==> src/rtl/core/jkss_pkg.sv <==
// Shared types, character codes and register indexes for the JSON key stream splitter.
`timescale 1ns / 1ps

package jkss_pkg;

   localparam int KEY_CHARS_W = 40;
   localparam int KEY_LEN_W   = 3;
   localparam int META_CNT_W  = 16;
   localparam int CSR_IDX_W   = 2;

   localparam logic [KEY_CHARS_W-1:0] KEY_CHARS_RESET     = 40'd478509561185;
   localparam logic [KEY_LEN_W-1:0]   KEY_LENGTH_RESET    = 3'd5;
   localparam logic [META_CNT_W-1:0]  META_CAPACITY_RESET = 16'd16383;

   localparam logic [CSR_IDX_W-1:0] CSR_KEY_CHARS     = 2'd0;
   localparam logic [CSR_IDX_W-1:0] CSR_KEY_LENGTH    = 2'd1;
   localparam logic [CSR_IDX_W-1:0] CSR_META_CAPACITY = 2'd2;

   localparam logic [7:0] CHAR_QUOTE  = 8'h22;
   localparam logic [7:0] CHAR_BSLASH = 8'h5C;
   localparam logic [7:0] CHAR_COLON  = 8'h3A;
   localparam logic [7:0] CHAR_SPACE  = 8'h20;
   localparam logic [7:0] CHAR_TAB    = 8'h09;
   localparam logic [7:0] CHAR_CR     = 8'h0D;
   localparam logic [7:0] CHAR_LF     = 8'h0A;

   typedef enum logic [4:0] {
      MODE_NORMAL = 5'b00001,
      MODE_STRING = 5'b00010,
      MODE_COLON  = 5'b00100,
      MODE_VALUE  = 5'b01000,
      MODE_AUDIO  = 5'b10000
   } scan_mode_type;

   typedef struct packed {
      scan_mode_type          mode;
      logic                   escape;
      logic [META_CNT_W-1:0]  meta_count;
      logic                   overflow;
      logic                   started;
      logic                   fault;
   } ctrl_state_type;

   localparam ctrl_state_type CTRL_RESET = '{
      mode:       MODE_NORMAL,
      escape:     1'b0,
      meta_count: '0,
      overflow:   1'b0,
      started:    1'b0,
      fault:      1'b0
   };

   typedef struct packed {
      logic       meta_valid;
      logic [7:0] meta_byte;
      logic       audio_valid;
      logic [7:0] audio_byte;
      logic       audio_begin;
      logic       audio_end;
      logic       meta_overflow;
      logic       audio_fault;
   } result_type;

   function automatic logic is_blank(input logic [7:0] b);
      return (b == CHAR_SPACE) || (b == CHAR_TAB) || (b == CHAR_CR) || (b == CHAR_LF);
   endfunction

endpackage

==> src/rtl/core/json_key_stream_splitter.sv <==
// Top level of the JSON key stream splitter: input register, scan step, result register.
`timescale 1ns / 1ps

// Takes one JSON response byte per transaction and returns one result per byte: the byte
// on the metadata side (up to meta_capacity bytes, then a sticky overflow flag), or on the
// audio side when it is content of the string value of the configured key, with begin and
// end marks on the quotes and a sticky fault flag on an escape inside that string. A
// transaction with req_tuser set restarts the parser for a new response. The block accepts
// one byte every cycle while the result register is free or rsp_tready is high; a byte passes
// an input register, the scan logic and a result register, and its result is presented on
// rsp_tdata from that result register. The rate is set by the scan step, which updates the
// whole parser state per byte. Configuration writes are always ready and take effect on the
// next cycle; write them only while no byte is in flight.
module json_key_stream_splitter #(
   parameter int KEY_MAX_CHARS = 5
) (
   input  logic                                clock,
   input  logic                                reset,
   input  logic                                req_tvalid,
   output logic                                req_tready,
   input  logic [7:0]                          req_tdata,  // [7:0] data_byte
   input  logic                                req_tuser,  // [0] action (1 = restart)
   output logic                                rsp_tvalid,
   input  logic                                rsp_tready,
   // [0] meta_valid, [8:1] meta_byte, [9] audio_valid, [17:10] audio_byte,
   // [18] audio_begin, [19] audio_end, [20] meta_overflow, [21] audio_fault, [23:22] zero
   output logic [23:0]                         rsp_tdata,
   input  logic                                csr_valid,
   output logic                                csr_ready,
   input  logic [jkss_pkg::CSR_IDX_W-1:0]      csr_index,
   input  logic [jkss_pkg::KEY_CHARS_W-1:0]    csr_wdata
);

   localparam int TokW = 8*KEY_MAX_CHARS;
   localparam int CntW = $clog2(KEY_MAX_CHARS+2);

   logic [jkss_pkg::KEY_CHARS_W-1:0] key_chars;
   logic [jkss_pkg::KEY_LEN_W-1:0]   key_length;
   logic [jkss_pkg::META_CNT_W-1:0]  meta_capacity;

   logic       in_valid_ff, in_valid_in;
   logic       in_action_ff;
   logic [7:0] in_byte_ff;
   logic       out_valid_ff, out_valid_in;
   jkss_pkg::result_type res_ff, res_in;

   jkss_pkg::ctrl_state_type st_ff, st_in;
   logic [TokW-1:0] tok_store_ff, tok_store_in;
   logic [CntW-1:0] tok_count_ff, tok_count_in;

   logic req_take;
   logic adv;

   assign csr_ready = 1'b1;

   jkss_cfg_regs u_cfg (
      .clock         (clock),
      .reset         (reset),
      .wr_en         (csr_valid && csr_ready),
      .wr_index      (csr_index),
      .wr_data       (csr_wdata),
      .key_chars     (key_chars),
      .key_length    (key_length),
      .meta_capacity (meta_capacity)
   );

   jkss_scan #(
      .KEY_MAX_CHARS (KEY_MAX_CHARS)
   ) u_scan (
      .st             (st_ff),
      .tok_store      (tok_store_ff),
      .tok_count      (tok_count_ff),
      .key_chars      (key_chars),
      .key_length     (key_length),
      .meta_capacity  (meta_capacity),
      .action         (in_action_ff),
      .data_byte      (in_byte_ff),
      .st_next        (st_in),
      .tok_store_next (tok_store_in),
      .tok_count_next (tok_count_in),
      .res            (res_in)
   );

   // The held byte moves into the result register when that register is free or draining.
   assign adv        = in_valid_ff && (!out_valid_ff || rsp_tready);
   assign req_tready = !in_valid_ff || adv;
   assign req_take   = req_tvalid && req_tready;

   always_comb begin
      in_valid_in = in_valid_ff;
      if (req_take) begin
         in_valid_in = 1'b1;
      end else if (adv) begin
         in_valid_in = 1'b0;
      end
      out_valid_in = out_valid_ff;
      if (adv) begin
         out_valid_in = 1'b1;
      end else if (rsp_tready) begin
         out_valid_in = 1'b0;
      end
   end

   always_ff @(posedge clock) begin
      if (reset) begin
         in_valid_ff  <= 1'b0;
         out_valid_ff <= 1'b0;
         st_ff        <= jkss_pkg::CTRL_RESET;
         tok_store_ff <= '0;
         tok_count_ff <= '0;
      end else begin
         in_valid_ff  <= in_valid_in;
         out_valid_ff <= out_valid_in;
         if (adv) begin
            st_ff        <= st_in;
            tok_store_ff <= tok_store_in;
            tok_count_ff <= tok_count_in;
         end
      end
   end

   always_ff @(posedge clock) begin
      if (req_take) begin
         in_action_ff <= req_tuser;
         in_byte_ff   <= req_tdata;
      end
      if (adv) begin
         res_ff <= res_in;
      end
   end

   assign rsp_tvalid = out_valid_ff;
   assign rsp_tdata  = {2'b00, res_ff.audio_fault, res_ff.meta_overflow, res_ff.audio_end,
                        res_ff.audio_begin, res_ff.audio_byte, res_ff.audio_valid,
                        res_ff.meta_byte, res_ff.meta_valid};

   a_one_stream: assert property (@(posedge clock) disable iff (reset)
      adv |-> !(res_in.meta_valid && res_in.audio_valid))
      else $error("byte routed to both metadata and audio streams");

   a_overflow_sticky: assert property (@(posedge clock) disable iff (reset)
      (adv && !in_action_ff && st_ff.overflow) |=> st_ff.overflow)
      else $error("overflow flag cleared without restart");

   a_begin_from_value: assert property (@(posedge clock) disable iff (reset)
      (adv && res_in.audio_begin) |-> (st_ff.mode == jkss_pkg::MODE_VALUE && !st_ff.started))
      else $error("audio begin outside the value quote");

   a_state_hold: assert property (@(posedge clock) disable iff (reset)
      !adv |=> $stable(st_ff))
      else $error("parser state changed without a byte");

endmodule

==> src/rtl/core/jkss_cfg_regs.sv <==
// Configuration registers: key characters, key length and metadata capacity.
`timescale 1ns / 1ps

module jkss_cfg_regs (
   input  logic                                clock,
   input  logic                                reset,
   input  logic                                wr_en,
   input  logic [jkss_pkg::CSR_IDX_W-1:0]      wr_index,
   input  logic [jkss_pkg::KEY_CHARS_W-1:0]    wr_data,
   output logic [jkss_pkg::KEY_CHARS_W-1:0]    key_chars,
   output logic [jkss_pkg::KEY_LEN_W-1:0]      key_length,
   output logic [jkss_pkg::META_CNT_W-1:0]     meta_capacity
);

   logic [jkss_pkg::KEY_CHARS_W-1:0] key_chars_ff, key_chars_in;
   logic [jkss_pkg::KEY_LEN_W-1:0]   key_length_ff, key_length_in;
   logic [jkss_pkg::META_CNT_W-1:0]  meta_cap_ff, meta_cap_in;

   always_comb begin
      key_chars_in  = key_chars_ff;
      key_length_in = key_length_ff;
      meta_cap_in   = meta_cap_ff;
      if (wr_en) begin
         unique case (wr_index)
            jkss_pkg::CSR_KEY_CHARS:     key_chars_in = wr_data;
            jkss_pkg::CSR_KEY_LENGTH:    key_length_in = wr_data[jkss_pkg::KEY_LEN_W-1:0];
            jkss_pkg::CSR_META_CAPACITY: meta_cap_in = wr_data[jkss_pkg::META_CNT_W-1:0];
            default: ;
         endcase
      end
   end

   always_ff @(posedge clock) begin
      if (reset) begin
         key_chars_ff  <= jkss_pkg::KEY_CHARS_RESET;
         key_length_ff <= jkss_pkg::KEY_LENGTH_RESET;
         meta_cap_ff   <= jkss_pkg::META_CAPACITY_RESET;
      end else begin
         key_chars_ff  <= key_chars_in;
         key_length_ff <= key_length_in;
         meta_cap_ff   <= meta_cap_in;
      end
   end

   assign key_chars     = key_chars_ff;
   assign key_length    = key_length_ff;
   assign meta_capacity = meta_cap_ff;

endmodule

==> src/rtl/core/jkss_scan.sv <==
// Single-byte scan step: next parser state and the result for one input byte.
`timescale 1ns / 1ps

module jkss_scan #(
   parameter int KEY_MAX_CHARS = 5
) (
   input  jkss_pkg::ctrl_state_type                     st,
   input  logic [8*KEY_MAX_CHARS-1:0]                   tok_store,
   input  logic [$clog2(KEY_MAX_CHARS+2)-1:0]           tok_count,
   input  logic [jkss_pkg::KEY_CHARS_W-1:0]             key_chars,
   input  logic [jkss_pkg::KEY_LEN_W-1:0]               key_length,
   input  logic [jkss_pkg::META_CNT_W-1:0]              meta_capacity,
   input  logic                                         action,
   input  logic [7:0]                                   data_byte,
   output jkss_pkg::ctrl_state_type                     st_next,
   output logic [8*KEY_MAX_CHARS-1:0]                   tok_store_next,
   output logic [$clog2(KEY_MAX_CHARS+2)-1:0]           tok_count_next,
   output jkss_pkg::result_type                         res
);

   localparam int TokW = 8*KEY_MAX_CHARS;
   localparam int CntW = $clog2(KEY_MAX_CHARS+2);
   localparam int KlW  = jkss_pkg::KEY_LEN_W;
   localparam int CmpW = (CntW > KlW) ? CntW : KlW;

   logic [TokW-1:0]          key_ext;
   logic [KEY_MAX_CHARS-1:0] byte_eq;
   logic                     key_match;
   logic                     push_ok;
   logic                     push_full;

   assign key_ext = TokW'(key_chars);

   // Bytes past the key length are masked out of the compare.
   always_comb begin
      for (int i = 0; i < KEY_MAX_CHARS; i++) begin
         byte_eq[i] = (KlW'(i) >= key_length) || (tok_store[8*i +: 8] == key_ext[8*i +: 8]);
      end
      key_match = (key_length != '0) && (CmpW'(key_length) <= CmpW'(KEY_MAX_CHARS))
               && (CmpW'(tok_count) == CmpW'(key_length)) && (&byte_eq);
   end

   assign push_ok   = !st.overflow && (st.meta_count < meta_capacity);
   assign push_full = !st.overflow && !(st.meta_count < meta_capacity);

   always_comb begin
      logic mv, av, ab, ae;
      mv = 1'b0;
      av = 1'b0;
      ab = 1'b0;
      ae = 1'b0;
      st_next        = st;
      tok_store_next = tok_store;
      tok_count_next = tok_count;
      if (action) begin
         st_next        = jkss_pkg::CTRL_RESET;
         tok_store_next = '0;
         tok_count_next = '0;
      end else begin
         unique case (st.mode)
            jkss_pkg::MODE_STRING: begin
               mv = 1'b1;
               if (st.escape) begin
                  st_next.escape = 1'b0;
               end else if (data_byte == jkss_pkg::CHAR_BSLASH) begin
                  st_next.escape = 1'b1;
               end else if (data_byte == jkss_pkg::CHAR_QUOTE) begin
                  st_next.mode = key_match ? jkss_pkg::MODE_COLON : jkss_pkg::MODE_NORMAL;
               end else if (tok_count < CntW'(KEY_MAX_CHARS)) begin
                  for (int i = 0; i < KEY_MAX_CHARS; i++) begin
                     if (tok_count == CntW'(i)) begin
                        tok_store_next[8*i +: 8] = data_byte;
                     end
                  end
                  tok_count_next = tok_count + CntW'(1);
               end else begin
                  // A string longer than any key is marked so it can never match.
                  tok_count_next = CntW'(KEY_MAX_CHARS + 1);
               end
            end
            jkss_pkg::MODE_COLON: begin
               mv = 1'b1;
               if (data_byte == jkss_pkg::CHAR_COLON) begin
                  st_next.mode = jkss_pkg::MODE_VALUE;
               end else if (!jkss_pkg::is_blank(data_byte)) begin
                  st_next.mode = jkss_pkg::MODE_NORMAL;
               end
            end
            jkss_pkg::MODE_VALUE: begin
               mv = 1'b1;
               if (data_byte == jkss_pkg::CHAR_QUOTE) begin
                  if (!st.started && !st.fault) begin
                     st_next.started = 1'b1;
                     ab = 1'b1;
                  end
                  st_next.mode   = jkss_pkg::MODE_AUDIO;
                  st_next.escape = 1'b0;
               end else if (!jkss_pkg::is_blank(data_byte)) begin
                  st_next.mode = jkss_pkg::MODE_NORMAL;
               end
            end
            jkss_pkg::MODE_AUDIO: begin
               if (st.escape) begin
                  st_next.escape = 1'b0;
                  st_next.fault  = 1'b1;
               end else if (data_byte == jkss_pkg::CHAR_BSLASH) begin
                  st_next.escape = 1'b1;
               end else if (data_byte == jkss_pkg::CHAR_QUOTE) begin
                  ae = st.started;
                  mv = 1'b1;
                  st_next.mode = jkss_pkg::MODE_NORMAL;
               end else if (!st.fault && st.started) begin
                  av = 1'b1;
               end
            end
            default: begin
               st_next.mode = jkss_pkg::MODE_NORMAL;
               mv = 1'b1;
               if (data_byte == jkss_pkg::CHAR_QUOTE) begin
                  st_next.mode   = jkss_pkg::MODE_STRING;
                  st_next.escape = 1'b0;
                  tok_count_next = '0;
               end
            end
         endcase
         if (mv) begin
            if (push_ok) begin
               st_next.meta_count = st.meta_count + jkss_pkg::META_CNT_W'(1);
            end
            if (push_full) begin
               st_next.overflow = 1'b1;
            end
         end
      end
      res.meta_valid    = mv && push_ok;
      res.meta_byte     = (mv && push_ok) ? data_byte : 8'd0;
      res.audio_valid   = av;
      res.audio_byte    = av ? data_byte : 8'd0;
      res.audio_begin   = ab;
      res.audio_end     = ae;
      res.meta_overflow = st_next.overflow;
      res.audio_fault   = st_next.fault;
   end

endmodule

==> config.mk <==
export PLATFORM = sky130hd
export DESIGN_NAME = json_key_stream_splitter
export DESIGN_NICKNAME = d
export VERILOG_FILES = /design/src/rtl/core/jkss_pkg.sv /design/src/rtl/core/json_key_stream_splitter.sv /design/src/rtl/core/jkss_cfg_regs.sv /design/src/rtl/core/jkss_scan.sv
export SDC_FILE = /design/constraint.sdc
export NUM_CORES = 1
export LEC_CHECK = 0
export ABC_AREA = 1
export ABC_CLOCK_PERIOD_IN_PS = 3000
export BUFFER_PORTS_ARGS = -buffer_cell sky130_fd_sc_hd__clkbuf_2
export CORE_ASPECT_RATIO = 1.1
export CORE_UTILIZATION = 64
export DETAILED_ROUTE_END_ITERATION = 7
export GPL_ROUTABILITY_DRIVEN = 0
export PLACE_DENSITY_LB_ADDON = 0.08
export SLEW_MARGIN = 40
export SYNTH_ARGS = -nofsm -noshare
export SYNTH_HDL_FRONTEND = slang
export SYNTH_SLANG_ARGS = --single-unit
==> constraint.sdc <==
create_clock -name clock -period 3 [get_ports clock]
set_input_delay 0.15 -clock clock [delete_from_list [all_inputs] [get_ports clock]]
set_output_delay 0.15 -clock clock [all_outputs]
set_load 0.02 [all_outputs]
==> qor.yml, run 1 <==
power:
  p_switching_w: 0.00123
  p_clk_share_pct: 41.8
  leakagePower_nw: 4.01
  powerDensity_nw_per_um2: 532
  vdd.ir_drop.worst_uv: 480
  swShare_pct: 25.1
  pwr-share-comb_pct: 10.5
  p_int_w: 0.00368
  p_seq_share_pct: 47.7
worst_setup_path:
  cp_top_family: "compound AO/OA/AOI/OAI gates"
  r2r_cells: 7
  worst_path_max_delay_cell: "a21oi_4"
  setup.worst_path.start_class: "flop"
  timing.rr.end: "tok_store_ff[13]$_SDFFE_PP0P_"
  crit_required_ns: 3.29
  path_buf_inv: 1
  critPathCaptureType: "flop"
  cp_cell_sequence: "inv_1 > a21oi_4 > nand3_2 > a21oi_4 > nand2_1 > nand2_1 > a21oi_1"
  reg2reg_slack_ns: 0.75
  cp_max_fo: 24
  crit_type: "reg -> reg"
  r2r-start: "in_valid_ff$_SDFFE_PP0P_"
  max_stage_delay_ns: 0.57
  critPathArrivalTime_ns: 2.54
final_layout:
  layout-drive-gt1-share_pct: 13.5
  fin_cells: 1293
  nets: 1207
  diodes: 0
  area_growth_pct: 18.1
global_routing:
  grt_pass1_wl_um: 31100
  first_global_vias: 6669
  antenna_found_initial: 0
  grt_overflow: 0
  grt_max_degree: 47
  grt_use_total_pct: 31.5
sta:
  fin_tns_setup_ns: 0
  tightest_slew_ns: 0.802
  fin_crit_ns: 2.25
  rsz0062_at_grt: "no"
  drv_slew: 0
  slew_headroom_pct: 46.5
  fmax_mhz: 445
  hold_slack_ns: 0.00779
  hold_violations: 0
  fin_skew_ns: 0.00481
  finalSetupViolCount: 0
  fin_crit_sh_pct: 74.9
worst_hold_path:
  worstHoldPathType: "in -> reg"
  hold_start: "csr_wdata[7]"
  holdPathEnd: "u_cfg.meta_capacity[7]$_SDFFE_PP1P_"
  min_delay_path_depth: 3
die:
  dieHeight_um: 118
  coreArea_um2: 11700
  die_x_um: 107
  io-pin-count: 83
  dieArea_um2: 12700
  num_rows: 41
  start_util_pct: 66.9
flow_run:
  cap_violations: 0
synthesis:
  ys_seq_elements: 160
  synth_top_area_share_pct: 33.0
  ys_top_cells_by_area: "dfxtp_1 (33%), edfxtp_1 (12%), nand2_1 (11%), nor2_1 (6.1%), nand3_1 (4.9%)"
  yosysWarnings: 0
  synth_cells: 1020
  yosysTopAreaCell: "dfxtp_1"
  post_synth.cell_area_avg_um2: 7.67
  yosys.cell_types.count: 48
  synth_seq_area_share_pct: 44.9
  synthesis.area_um2: 7820
place:
  io_buffers: 79
  numPlacedInstances: 1220
  dpl.hpwl_um: 12700
cts:
  ctsLongestPathBuffers: 2
  clkTransAtPathRegs_ns: 0.06
  post_cts_buffers: 0
  clk_latency_ns: 0.43
  root_buffer: "clkbuf_16"
  cts_buffers: 17
  clock-sinks: 160
  cts_tree: "yes"
  htreeDepth: 4
routing:
  drc_errors: 0
  vias: 7120
  drt_iter0_markers: 550
  wirelength_um: 19200
  postRouteAntennaNets: 0
  dr.pass1.iters: 8
  vias_per_cell: 5.51
  drt-wirelength-per-cell_um: 14.9
status:
  status: "complete, no violations"
## layout by cell type (no fill, tap or decap), types with 2 or more instances in the layout
cell type,n
a211oi_2,3
a21oi_1,74
a21oi_4,2
buf_4,8
bufinv_16,2
clkbuf_16,17
clkbuf_2,79
clkinv_1,5
clkinv_2,3
clkinvlp_4,3
conb_1,3
dfxtp_1,129
dlygate4sd3_1,41
edfxtp_1,31
ha_1,21
inv_1,100
inv_2,5
nand2_1,234
nand2_2,4
nand2_4,2
nand3_1,77
nand3_2,5
nand3b_1,3
nand4_1,13
nand4_2,2
nor2_1,127
nor2_2,4
nor2_4,3
nor3_1,13
nor3_2,3
nor4_1,2
o211ai_1,23
o21ai_0,46
or2_2,3
xnor2_1,30
xor2_1,5
## stage by stage
step                      cell area [um^2]  setup slack [ns]  utilization, %  power, W
final                                 9240             0.752            79.0   0.00491
after global routing                  9240             0.576            79.0   0.00508
after CTS                             9240             0.794            79.0   0.00491
after detailed placement              8280             0.826            70.8   0.00285
after global placement                8280             0.927            70.8   0.00283
after floorplan                       7830              1.08               -   0.00271
## sequential cells by signal, summed over array words and instances, names as in the netlist, 3 cells and up
register / flops
in_byte_ff: 8
u_cfg.key_chars: 40
tok_count_ff: 3
rsp_tdata: 22
u_cfg.meta_capacity: 16
tok_store_ff: 40
st_ff: 25
u_cfg.key_length: 3
## logic make-up after synthesis
group / synth area share [%]
simple gates: 28.4
flops: 44.9
fa+ha+maj: 3.36
other cells: 0.0960
xor+xnor: 3.92
buf+inv: 7.58
compound gates: 11.7
## worst max-delay path by stage
stage | depth (start not counted) | to | startpoint
detailed placement | 7 | tok_store_ff[13]$_SDFFE_PP0P_ | in_valid_ff$_SDFFE_PP0P_
global placement | 6 | tok_store_ff[15]$_SDFFE_PP0P_ | rsp_tvalid$_SDFFE_PP0P_
finish | 7 | tok_store_ff[13]$_SDFFE_PP0P_ | in_valid_ff$_SDFFE_PP0P_
global route | 8 | tok_store_ff[15]$_SDFFE_PP0P_ | in_byte_ff[1]$_DFFE_PP_
floorplan | 7 | tok_store_ff[5]$_SDFFE_PP0P_ | rsp_tvalid$_SDFFE_PP0P_
CTS | 7 | tok_store_ff[13]$_SDFFE_PP0P_ | in_valid_ff$_SDFFE_PP0P_
## power groups by stage
stage               combinational, W  sequential [W]  clock (W)
CTS                         0.000510         0.00234    0.00206
global placement            0.000450         0.00238          0
finish                      0.000517         0.00234    0.00205
floorplan                   0.000318         0.00239          0
detailed placement          0.000461         0.00239          0
global route                0.000571         0.00235    0.00216
## cell type report
cell class	instances	area, um^2
flip-flops and latches	160	3510
inverters	105	394
fillers	842	2450
clock buffers	18	429
clock inverters	14	125
well taps	150	188
multi-input cells	718	3730
repair buffers	128	866
## cell usage after synthesis (all sizes together)
cell type,n
a31oi,1
nor3b,1
nand4,16
and3,1
conb,2
o211ai,23
nor3,17
o21bai,1
nand2,240
nand3b,3
nor2,134
inv,105
nand3,83
xnor2,30
edfxtp,31
o21a,1
o31ai,1
o21ai,48
xor2,5
clkbuf,24
a21oi,77
buf,14
o32ai,1
a211oi,4
or2,4
ha,21
nor4,2
a21o,1
dfxtp,129
## worst reg2reg max path: stages (launching register included)
cell and delay, ns:
dfxtp_1 0.33, inv_1 0.08, a21oi_4 0.37, nand3_2 0.18
a21oi_4 0.57, nand2_1 0.37, nand2_1 0.14, a21oi_1 0.07
## metal layers
| layer | up-vias | track usage, % | wire length [um] |
|---|---|---|---|
| met5 | - | 0 | 0 |
| met1 | 3251 | 37.8 | 8030 |
| li1 | 3562 | - | - |
| met4 | 0 | 15.1 | 683 |
| met3 | 56 | 6.15 | 1110 |
| met2 | 251 | 53.7 | 9430 |
## what timing repair did
item / 4_1_cts / 5_1_grt
hold endpoints to repair: 44 / 0
gates resized for setup: 0 / 0
hold buffers: 41 / 0
(Power assumes the default switching activity.)
==> inputs of run 2 (changes only) <==
--- a/config.mk
+++ b/config.mk
@@ -6,10 +6,10 @@
 export NUM_CORES = 1
 export LEC_CHECK = 0
 export ABC_AREA = 1
-export ABC_CLOCK_PERIOD_IN_PS = 3000
+export ABC_CLOCK_PERIOD_IN_PS = 2100
 export BUFFER_PORTS_ARGS = -buffer_cell sky130_fd_sc_hd__clkbuf_2
 export CORE_ASPECT_RATIO = 1.1
-export CORE_UTILIZATION = 64
+export CORE_UTILIZATION = 59
 export DETAILED_ROUTE_END_ITERATION = 7
 export GPL_ROUTABILITY_DRIVEN = 0
 export PLACE_DENSITY_LB_ADDON = 0.08
==> constraint.sdc (replaced) <==
create_clock -name clock -period 2.1 [get_ports clock]
set_input_delay 0.105 -clock clock [delete_from_list [all_inputs] [get_ports clock]]
set_output_delay 0.105 -clock clock [all_outputs]
set_load 0.02 [all_outputs]
==> run 2 against run 1 <==
Against the previous run:
- the run now ends with DRC left
- non-clock buffer count rose by 29
- final cell count up 2.8%
- combinational power grew 51%
- core utilization down 4.5 points
- global-route usage down 2.1 points
- sequential share of layout area is 1.1 points lower
- critical path type unchanged
- largest cell class unchanged
==> qor.yml, run 2 (synthesized netlist as in run 1, its figures left out) <==
global_routing:
  grt_use_total_pct: 29.4
  grt_max_degree: 47
  first_global_vias: 6673
  grt_overflow: 0
  grt_pass1_wl_um: 31600
  antenna_found_initial: 0
routing:
  drt-wirelength-per-cell_um: 14.5
  dr.pass1.iters: 7
  drt_iter0_markers: 520
  vias_per_cell: 5.27
  drc_errors: 6
  wirelength_um: 19200
  vias: 7002
  postRouteAntennaNets: 0
sta:
  fin_tns_setup_ns: 0
  rsz0062_at_grt: "no"
  finalSetupViolCount: 0
  fmax_mhz: 510
  hold_violations: 0
  tightest_slew_ns: 0.652
  fin_crit_ns: 1.96
  fin_crit_sh_pct: 93.3
  drv_slew: 0
  fin_skew_ns: 0.00740
  slew_headroom_pct: 56.5
place:
  io_buffers: 79
  dpl.hpwl_um: 12900
  dpl-instance-area_um2: 8450
final_layout:
  nets: 1236
  fin_area_um2: 9510
  layout-drive-gt1-share_pct: 15.3
  layout_commonest_cell: "nand2_1"
  area_growth_pct: 21.5
  final_cell_mix: "nand2_1 (233), dfxtp_1 (129), nor2_1 (127), inv_1 (97), clkbuf_2 (79)"
  num-fill-cells: 1001
  diodes: 0
cts:
  cts_tree: "yes"
  htreeDepth: 4
  cts_buffers: 17
  clk_latency_ns: 0.43
  clkTransAtPathRegs_ns: 0.06
  root_buffer: "clkbuf_16"
  ctsLongestPathBuffers: 2
  clock-sinks: 160
worst_setup_path:
  worst_path_max_delay_cell: "dfxtp_1"
  max_stage_delay_ns: 0.42
  critPathArrivalTime_ns: 2.28
  setup.worst_path.start_class: "flop"
  cp_cell_sequence: "ha_1 > a21oi_1 > nor2_1 > nor3_1 > nand2_1 > nand2_1 > nand3_4 > buf_4 > o21ai_0 > a21oi_1"
  critPathCaptureType: "flop"
  cp_top_family: "simple AND/OR/NAND/NOR gates"
  crit_required_ns: 2.42
  cp_max_fo: 11
  crit_type: "reg -> reg"
  reg2reg_slack_ns: 0.14
  path_buf_inv: 1
power:
  vdd.ir_drop.worst_uv: 545
  leakagePower_nw: 4.16
  powerDensity_nw_per_um2: 743
  finalPower_w: 0.00706
status:
  status: "finished, violations left"
  violations: "DRC"
die:
  dieHeight_um: 123
  start_util_pct: 61.3
  dieArea_um2: 13700
  coreArea_um2: 12800
  num_rows: 43
  io-pin-count: 83
  die_x_um: 112
flow_run:
  cap_violations: 0
worst_hold_path:
  worstHoldPathType: "in -> reg"
## run 2: cell count changes in the layout (fill, tap and decap cells not counted), sizes merged
cell and change:
buf +20, clkbuf +1, clkinv +1, clkinvlp -2, dlygate4sd3 +9
## run 2: layout make-up
| class | instances | area [um^2] | area share, % |
|---|---|---|---|
| clock buffer | 19 | 433 | 4.55 |
| clock inverter | 13 | 121 | 1.28 |
| inverter | 105 | 394 | 4.15 |
| multi-input combinational | 718 | 3730 | 39.2 |
| sequential | 160 | 3510 | 37.0 |
| timing repair buffer | 157 | 1120 | 11.8 |
| tap | 157 | 196 | 2.07 |
## run 2: repair_timing
| item | in CTS | in global routing |
|---|---|---|
| endpoints found under the hold margin | 64 | 0 |
| gates resized for setup | 0 | 3 |
| hold buffers | 50 | 0 |
| endpoints found under the setup margin | 0 | 10 |
| buffers inserted | 0 | 0 |
## run 2: layer usage
metal,GRT usage (%),wire [um]
met1,35.5,8440
met2,52.1,9520
met3,4.54,733
met4,13.2,535
met5,0,0
## run 2: power breakdown
part / total, W / internal (W) / switching (W)
Clock: 0.00294 / 0.00173 / 0.00121
Combinational: 0.000783 / 0.000308 / 0.000475
Sequential: 0.00334 / 0.00326 / 0.0000789
## run 2: worst reg2reg max path, cell delays in order (launching register included)
cell and delay (ns):
dfxtp_1 0.42, ha_1 0.28, a21oi_1 0.13, nor2_1 0.06, nor3_1 0.17, nand2_1 0.09, nand2_1 0.12, nand3_4 0.14
buf_4 0.21, o21ai_0 0.16, a21oi_1 0.06
## run 2: final timing paths
path	startpoint	to	depth (start not counted)
setup / recovery	st_ff[8]$_SDFFE_PP0P_	st_ff[10]$_SDFFE_PP0P_	10
hold / removal	csr_wdata[2]	u_cfg.meta_capacity[2]$_SDFFE_PP1P_	3
setup reg to reg	st_ff[8]$_SDFFE_PP0P_	st_ff[10]$_SDFFE_PP0P_	10
hold reg to reg	tok_store_ff[37]$_SDFFE_PP0P_	tok_store_ff[37]$_SDFFE_PP0P_	2
## run 2: metrics by stage
| step | setup WS (ns) | hold slack, ns | utilization, % | instances |
|---|---|---|---|---|
| after floorplan | 0.177 | 0.204 | - | 1021 |
| after global placement | 0.225 | 0.283 | 66.3 | 1247 |
| after detailed placement | 0.175 | 0.285 | 66.3 | 1247 |
| after CTS | 0.0865 | 0.00293 | 74.5 | 1329 |
| after global routing | 0.00595 | 0.0229 | 74.5 | 1329 |
| final | 0.141 | 0.0297 | 74.5 | 1329 |
